### src/rnfk_ram.sv
// ----------------------------------------------------------------------------
// rnfk_ram
// Generic single-write, single-read RAM with registered read data.
// ----------------------------------------------------------------------------
module rnfk_ram #(
    parameter int WIDTH = 8,
    parameter int DEPTH = 2,
    localparam int AW = (DEPTH > 1) ? $clog2(DEPTH) : 1
) (
    input  logic             clk,
    input  logic             we,
    input  logic [AW-1:0]    waddr,
    input  logic [WIDTH-1:0] wdata,
    input  logic             re,
    input  logic [AW-1:0]    raddr,
    output logic [WIDTH-1:0] rdata
);
    logic [WIDTH-1:0] mem [DEPTH];

    always_ff @(posedge clk)
    begin
        if (we)
        begin
            mem[waddr] <= wdata;
        end
        if (re)
        begin
            rdata <= mem[raddr];
        end
    end
endmodule
### config.mk
export PLATFORM = sky130hd
export DESIGN_NAME = rnfk_ram
export DESIGN_NICKNAME = d
export VERILOG_FILES = /design/src/rnfk_ram.sv
export SDC_FILE = /design/constraint.sdc
export NUM_CORES = 1
export LEC_CHECK = 0
export BUFFER_PORTS_ARGS = -buffer_cell sky130_fd_sc_hd__buf_2
export CAP_MARGIN = 30
export CELL_PAD_IN_SITES_DETAIL_PLACEMENT = 0
export CELL_PAD_IN_SITES_GLOBAL_PLACEMENT = 1
export CORE_ASPECT_RATIO = 1.1
export CORE_MARGIN = 5
export CORE_UTILIZATION = 46
export DETAILED_ROUTE_END_ITERATION = 10
export PLACE_DENSITY = 0.78
export SETUP_SLACK_MARGIN = 0.4
export SLEW_MARGIN = 20
export SYNTH_ARGS = -nofsm -noshare
export SYNTH_HDL_FRONTEND = slang
export SYNTH_SLANG_ARGS = --single-unit
### constraint.sdc
create_clock -name clk -period 1.25 [get_ports clk]
set_input_delay 0.0625 -clock clk [delete_from_list [all_inputs] [get_ports clk]]
set_output_delay 0.0625 -clock clk [all_outputs]
set_load 0.1 [all_outputs]
==> results of run 1 <==
-- registers in the layout, summed over array words and instances, names as in the netlist --
register / count
mem: 16
rdata: 8
-- metrics by stage --
stage	worst slack [ps]	hold WS [ps]	instances	cell area [µm²]	util
after floorplan	283	161	35	867	-
after global placement	370	250	72	978	0.549
after detailed placement	354	254	72	978	0.549
after CTS	274	86.5	83	1130	0.635
after global routing	235	92.4	83	1140	0.641
final	289	87.7	83	1140	0.641
-- synth_stat cells --
cell type  number  area [µm²]
edfxtp_1       24         721
buf_6           1        11.3
nor2b_1         1        6.26
mux2_4          8         120
and2_1          1        6.26
-- power groups by stage --
stage	Sequential (µW)	Combinational, µW	Clock [µW]
after floorplan	1120	55.6	0
after global placement	979	239	0
after detailed placement	981	241	0
after CTS	968	283	318
after global routing	975	299	347
final	968	288	307
-- metal layers --
| metal | vias up | track usage | share of wire |
|---|---|---|---|
| li1 | 198 | - | - |
| met1 | 189 | 0.103 | 0.38 |
| met2 | 17 | 0.160 | 0.55 |
| met3 | 0 | 0.0376 | 0.073 |
| met4 | 0 | 0.0562 | 0 |
| met5 | - | 0 | 0 |
-- logic make-up (layout without fill, tap and decap cells) --
group | after synthesis | after routing | share of synthesized area
muxes | 8 | 8 | 0.139
DFF | 24 | 24 | 0.834
and+or+nand+nor | 2 | 2 | 0.0145
buffers and inverters | 1 | 31 | 0.0130
-- worst paths after layout --
path	depth (start not counted)	end	from
worst min register to register	1	rdata[5]	mem[0][5]
worst max-delay path	1	rdata[7]	rdata[7]
worst min-delay path	1	rdata[6]	re
worst max register to register	1	rdata[7]	mem[0][7]
-- final cells by class --
class | instances | area, µm²
clock buffer | 3 | 22.5
timing repair buffer | 28 | 241
sequential | 24 | 721
fill | 120 | 639
multi-input combinational | 10 | 135
tap | 18 | 22.5
-- timing repair --
item	in CTS	in global routing
resized for setup	16	3
hold buffers	8	0
setup endpoints to repair	16	16
endpoints found under the hold margin	16	0
-- placed cells by master (no fill, tap or decap) --
cell,n
clkbuf_4,3
nor2b_2,1
buf_6,5
buf_2,12
mux2_4,8
edfxtp_1,24
buf_8,3
and2_1,1
dlygate4sd3_1,8
==> results.txt, run 1 <==
* Y dimension of the die: 55.5 µm
* # port buffers: 20
* Logic pwr share: 0.184
- Adding up every negative setup slack in the final design gives 0 ps.
- Summing every instance area after synthesis gives 865 µm².
- Slew at the pin closest to its max-slew limit: just under 400 ps
- Global-route usage over all layers: 0.0971
- In this run the post-CTS setup repair buffer count came out at 0.
* Area of the core: 0.00178 mm²
- Crit path arrival time: roughly 900 ps
* Drt pass-1 iters: 1
* Mapped Avg Cell Area: between 20 and 25 µm²
- Counting every instance in the synthesized netlist gives 35.
- Clock latency at the later pin of the worst-skew pair: ~300 ps
* Hold Vio Cnt, Final: 0
- Final estimated routing congestion in global placement: 0.626
* Portion of the post-synthesis area used by sequential elements: 0.834
* Worst clock skew: between 1.5 and 2 ps
- Number of synthesized register bits: 24
- Relative slew slack: 0.737
- Achievable frequency: 1.04 GHz
- After the last flow step, the layout net total stands at 80.
* # DRC: 0
- Summed over all nets, the switching power comes to 395 µW.
- Final antenna-violating net count: 0
* RSZ-0062 raised after global routing: true
* MaxCap Viol Count: 0
- Internal power comes to 1170 µW.
* Highest net fanout along the worst path: 1
- Switching fraction of total power: 0.252
* Worst endpoint required time: between 1000 and 1500 ps
- Subtracting the final worst setup slack from the clock period gives 961 ps.
* Initial drt markers: 0
- Cell-by-cell listing of the critical path: buf_8
- Largest net degree at the start of global routing: 13
* Number of buffers created by CTS: 3
* R2R setup slack: between 300 and 400 ps
* Antenna violations before repair: 0
- Fraction of final layout cells sized beyond drive strength 1: 0.492
* Element type at the critical path end: output pin
- Count of final max-slew check failures: 0
* Startpoint class of the critical path: flop
- The final layout contains routed wiring with a total length of 1150 µm.
- The die covers 0.00285 mm².
- Total Power Consumption: about 1600 µW
- Root buf cell: clkbuf_4
* Count of final setup violators: 0
- Status: finished, final reports clean
- In this run the count of I/O pins placed on the die edge is 21.
- Sink Count: 24
* Vias in the first global route: about 440
- CTS built an H-tree with a depth of 1.
* Starting density of the core: 0.485
- In this design, the stage delay of the slowest critical-path cell is 410 ps.
* Power share of the clock group: 0.196
* Crit Path Class: flop to output pin
- Share of the clock period used by the worst path after layout: 0.769
- Counting both buffers and inverters, the worst setup path holds a total of 1.
* Vias: 404
- Critical-path top delay cell: edfxtp_1
* Die Wd: 51.3 µm
- In this run the power density over the cells is 1370 mW/mm².
* CTS tree: done
- Clock Pin Slew Worst Setup and Hold Paths: approximately 110 ps
- No sink is reached through more buffers than the 2 on the longest clock path.
- Synthesis instantiated 5 different standard cells from the library.
* Layout area overhead: 32.1%
- Max rail drop VDD: 0.831 mV
* Wire length of the first global-routing pass: about 2000 µm
- Antenna Cells: 0
* Warnings from Yosys: 0
- After global routing the overflow that remains totals 0.
* Vias per inst: a little under 5
* Syn nets: 48
- Site Rows: 16
* Static Leakage: 0.000447 µW
- Of the total power, registers draw 0.620.
- The path class of the tightest hold or removal check is input pin to flop.
* Post-detailed-route wirelength per cell: 13.9 µm
- The cell family contributing the most delay on the critical path is flip-flops.
Note: power is estimated with default switching activity, not from simulation.
==> inputs of run 2 (changes only) <==
--- a/config.mk
+++ b/config.mk
@@ -5,15 +5,16 @@
 export SDC_FILE = /design/constraint.sdc
 export NUM_CORES = 1
 export LEC_CHECK = 0
+export ABC_AREA = 1
 export BUFFER_PORTS_ARGS = -buffer_cell sky130_fd_sc_hd__buf_2
 export CAP_MARGIN = 30
 export CELL_PAD_IN_SITES_DETAIL_PLACEMENT = 0
 export CELL_PAD_IN_SITES_GLOBAL_PLACEMENT = 1
 export CORE_ASPECT_RATIO = 1.1
 export CORE_MARGIN = 5
-export CORE_UTILIZATION = 46
+export CORE_UTILIZATION = 40
 export DETAILED_ROUTE_END_ITERATION = 10
-export PLACE_DENSITY = 0.78
+export PLACE_DENSITY = 0.72
 export SETUP_SLACK_MARGIN = 0.4
 export SLEW_MARGIN = 20
 export SYNTH_ARGS = -nofsm -noshare
==> constraint.sdc (replaced) <==
create_clock -name clk -period 0.95 [get_ports clk]
set_input_delay 0.0475 -clock clk [delete_from_list [all_inputs] [get_ports clk]]
set_output_delay 0.0475 -clock clk [all_outputs]
set_load 0.1 [all_outputs]
==> results.txt, run 2 <==
- The layout has approximately 190 filler cells.
- IR analysis of the VDD net gives a maximum drop of around 1.0 mV.
- In this run the power density over the cells is 1840 mW/mm².
* Worst endpoint required time: 900 ps
* Site Rows: 17
* Post-synth EDFFs: 24
- The worst hold path belongs to the class input pin to flop.
- The largest single stage delay on the critical path is 440 ps.
- The library cell used most frequently in the layout, excluding fill and tap cells, is nand2_1.
- After synthesis, the cell types taking the most area are edfxtp_1, nand2_1, buf_6.
- Portion of the post-synthesis area used by sequential elements: 0.857
* Post-synth top area cell: edfxtp_1
- Of the total power, the share spent switching nets is 0.264.
- Post-detailed-routing wire length: 1080 µm
- Ranked by flip-flop count, first place goes to mem.
- Largest net degree at the start of global routing: 14
* Post-cts gate resize count: 0
* Status: finished, violations left
* Starting density of the core: 0.421
* MaxCap Viol Count: 0
- Design Area, Final: 0.00113 mm²
* Synthesized instance count: 54
* Die Outline Area: 0.00312 mm²
- Before CTS, the worst setup slack after placement is 170 ps.
- The multi-input combinational cells in the finished layout cover a total of ~110 µm².
- Logic pwr share: 0.178
- The repair_antennas step left the layout with diodes totalling 0.
- The final-report hold violation count was 16.
- After detailed routing, the number of remaining DRC violations is 0.
- Commonest cells after routing, fill and taps aside: nand2_1, edfxtp_1, buf_2, buf_12, clkbuf_4
* Count of final setup violators: 8
- For this design the static power due to leakage is 0.000458 µW.
* Number of nets at the end of the flow: 91
* Relative slew slack: 0.840
- STA classifies the critical path startpoint as a flop.
* CTS tree: done
* Post-DP HPWL: 855 µm
* Fraction of registers with async set or reset after synthesis: 0
* Highest net fanout along the worst path: 1
* Slew at the pin closest to its max-slew limit: roughly 240 ps
- The internal power of the cells totals ~1500 µW.
* Achievable frequency: ~1.0 GHz
- The register with the most flip-flops in the layout has 16 of them.
- In the final layout, the registers with the most flip-flops are mem x16, rdata x8.
* Primary flip-flop cell chosen by synthesis mapping: edfxtp_1
- Crit Path Class: flop to output pin
* Total standard cell area after synthesis: 841 µm²
* Critical path's top delay family: flip-flops
- RSZ-0062 raised after global routing: true
* # port buffers: 20
* Area of the core: around 0.002 mm²
* Footprint of the flip-flops and latches: roughly 720 µm²
- Area fraction of the dominant cell type after synthesis: 0.857
- Clock tree synthesis inserted a total of 3 buffers.
* Number of buffer and inverter stages on the critical path: 1
* Initial drt markers: 2
* Final hold slack: -74.7 ps
- I/O pin count: 21
* Vias: ~440
- Traced cell by cell, the critical path runs through buf_12.
- The first global-routing pass estimated 1860 µm of wire.
* # H-tree levels: 1
- Fraction of final layout cells sized beyond drive strength 1: 0.351
- Clock Pin Slew Worst Setup and Hold Paths: 120 ps
* Layout area overhead: 33.9%
- Maximum buffer depth of the clock tree: 2
- Power share of the clock group: 0.205
- Placement Cell Area: 0.00110 mm²
- The number of nets handed over by synthesis was 67.
* Number of synthesized register bits: 24
- Critical-path top delay cell: edfxtp_1
- The synthesized netlist contains 6 unique library cells.
* Vias per inst: 4.17
- Slack of the critical path: -30.0 ps
- Dividing the final minimum period by the clock period gives 1.03.
* Sw Pwr: 547 µW
- Worst clock skew: 3.39 ps
* Violated checks: hold timing, setup timing
- Warnings from Yosys: 0
* Sink Count: 24
- CTS placed an instance of clkbuf_4 at the clock tree root.
- nand2_1 is the most common cell in the netlist.
- Final estimated routing congestion in global placement: roughly 0.70
- Global-route usage over all layers: 0.0847
- The count of nets left with antenna violations once routing finished came out at 0.
- For this run, the detailed router's first-pass iteration total came to 2.
- Y dimension of the die: roughly 58 µm
- The average instance in the mapped netlist occupies 15.6 µm².
- STA classifies the critical path endpoint as an output pin.
- Crit path arrival time: 930 ps
- Global route total overflow: 0
- Shortest clock period the worst path allows after layout: 980 ps
- In this run the horizontal extent of the chip is roughly 54 µm.
- Vias in the first global route: 438
- The clock reaches the later pin of the worst-skew pair after 300 ps.
- Antenna violations before repair: 0
- By count the netlist is led by nand2_1, edfxtp_1, inv_1.
* Count of final max-slew check failures: 0
- After detailed routing, the average wire length per cell comes to 10.3 µm.
- Part of the power in registers: 0.617
==> run 2: cell count changes in the layout (fill, tap and decap cells not counted), sizes merged <==
| cell | before | now |
|---|---|---|
| dlygate4sd3 | 8 | 0 |
| nand2 | 0 | 25 |
| clkinv | 0 | 1 |
| mux2 | 8 | 0 |
| nor2 | 0 | 1 |
| nor2b | 1 | 0 |
| and2 | 1 | 0 |
| inv | 0 | 3 |
==> run 2: worst register-to-register path: cells and delay by family (launching register included) <==
| family | cells | cell delay [ps] |
|---|---|---|
| flops | 1 | 390 |
| simple gates | 2 | 120 |
==> run 2: power groups by stage <==
stage | Combinational, µW | Sequential [µW] | Clock, µW
floorplan | 53.7 | 1470 | 0
global placement | 369 | 1300 | 0
detailed placement | 373 | 1310 | 0
CTS | 373 | 1280 | 437
global route | 390 | 1290 | 479
finish | 369 | 1280 | 426
==> run 2: area by class of cell <==
cell class | count | share of cell area
Clock inverter | 1 | 0.00333
Sequential cell | 24 | 0.640
Multi-Input combinational cell | 26 | 0.0933
Timing Repair Buffer | 20 | 0.196
Clock buffer | 3 | 0.0200
Inverter | 3 | 0.0167
Tap cell | 28 | 0.0311
==> run 2: kinds of logic (layout without fill, tap and decap cells) <==
kind of cell	count (synthesis)	count (layout)	synth area share
buf+inv	4	27	0.0268
flops	24	24	0.857
simple gates	26	26	0.116
==> run 2: path summary, 6_finish.rpt <==
check	cells after the start	from	slack, ps	endpoint
hold / removal	1	wdata[3]	-70	mem[1][3]
hold reg to reg	2	mem[0][7]	530	rdata[7]
setup reg to reg	2	mem[0][3]	220	rdata[3]
setup / recovery	1	rdata[3]	-30	rdata[3]
==> run 2: repair_timing <==
| item | CTS | global route |
|---|---|---|
| buffers inserted | 0 | 0 |
| endpoints found under the hold margin | 16 | 16 |
| endpoints found under the setup margin | 16 | 16 |
| pin swaps | 3 | 5 |
==> run 2: stage by stage <==
step	cells	setup TNS, ps	total power [µW]	util
after global routing	105	-538	2160	0.563
after CTS	105	-253	2090	0.563
after global placement	101	0	1670	0.550
final	105	-155	2070	0.563
after floorplan	54	-12.1	1520	-
after detailed placement	101	0	1680	0.550
==> run 2: metal layers <==
metal | vias to the layer above | part of all wire | GRT usage | wire, µm
met5 | - | 0 | 0 | 0
met4 | 0 | 0.026 | 0.0766 | 28
met3 | 2 | 0.066 | 0.0180 | 71
met2 | 16 | 0.51 | 0.128 | 548
met1 | 192 | 0.40 | 0.0976 | 431
li1 | 228 | - | - | -
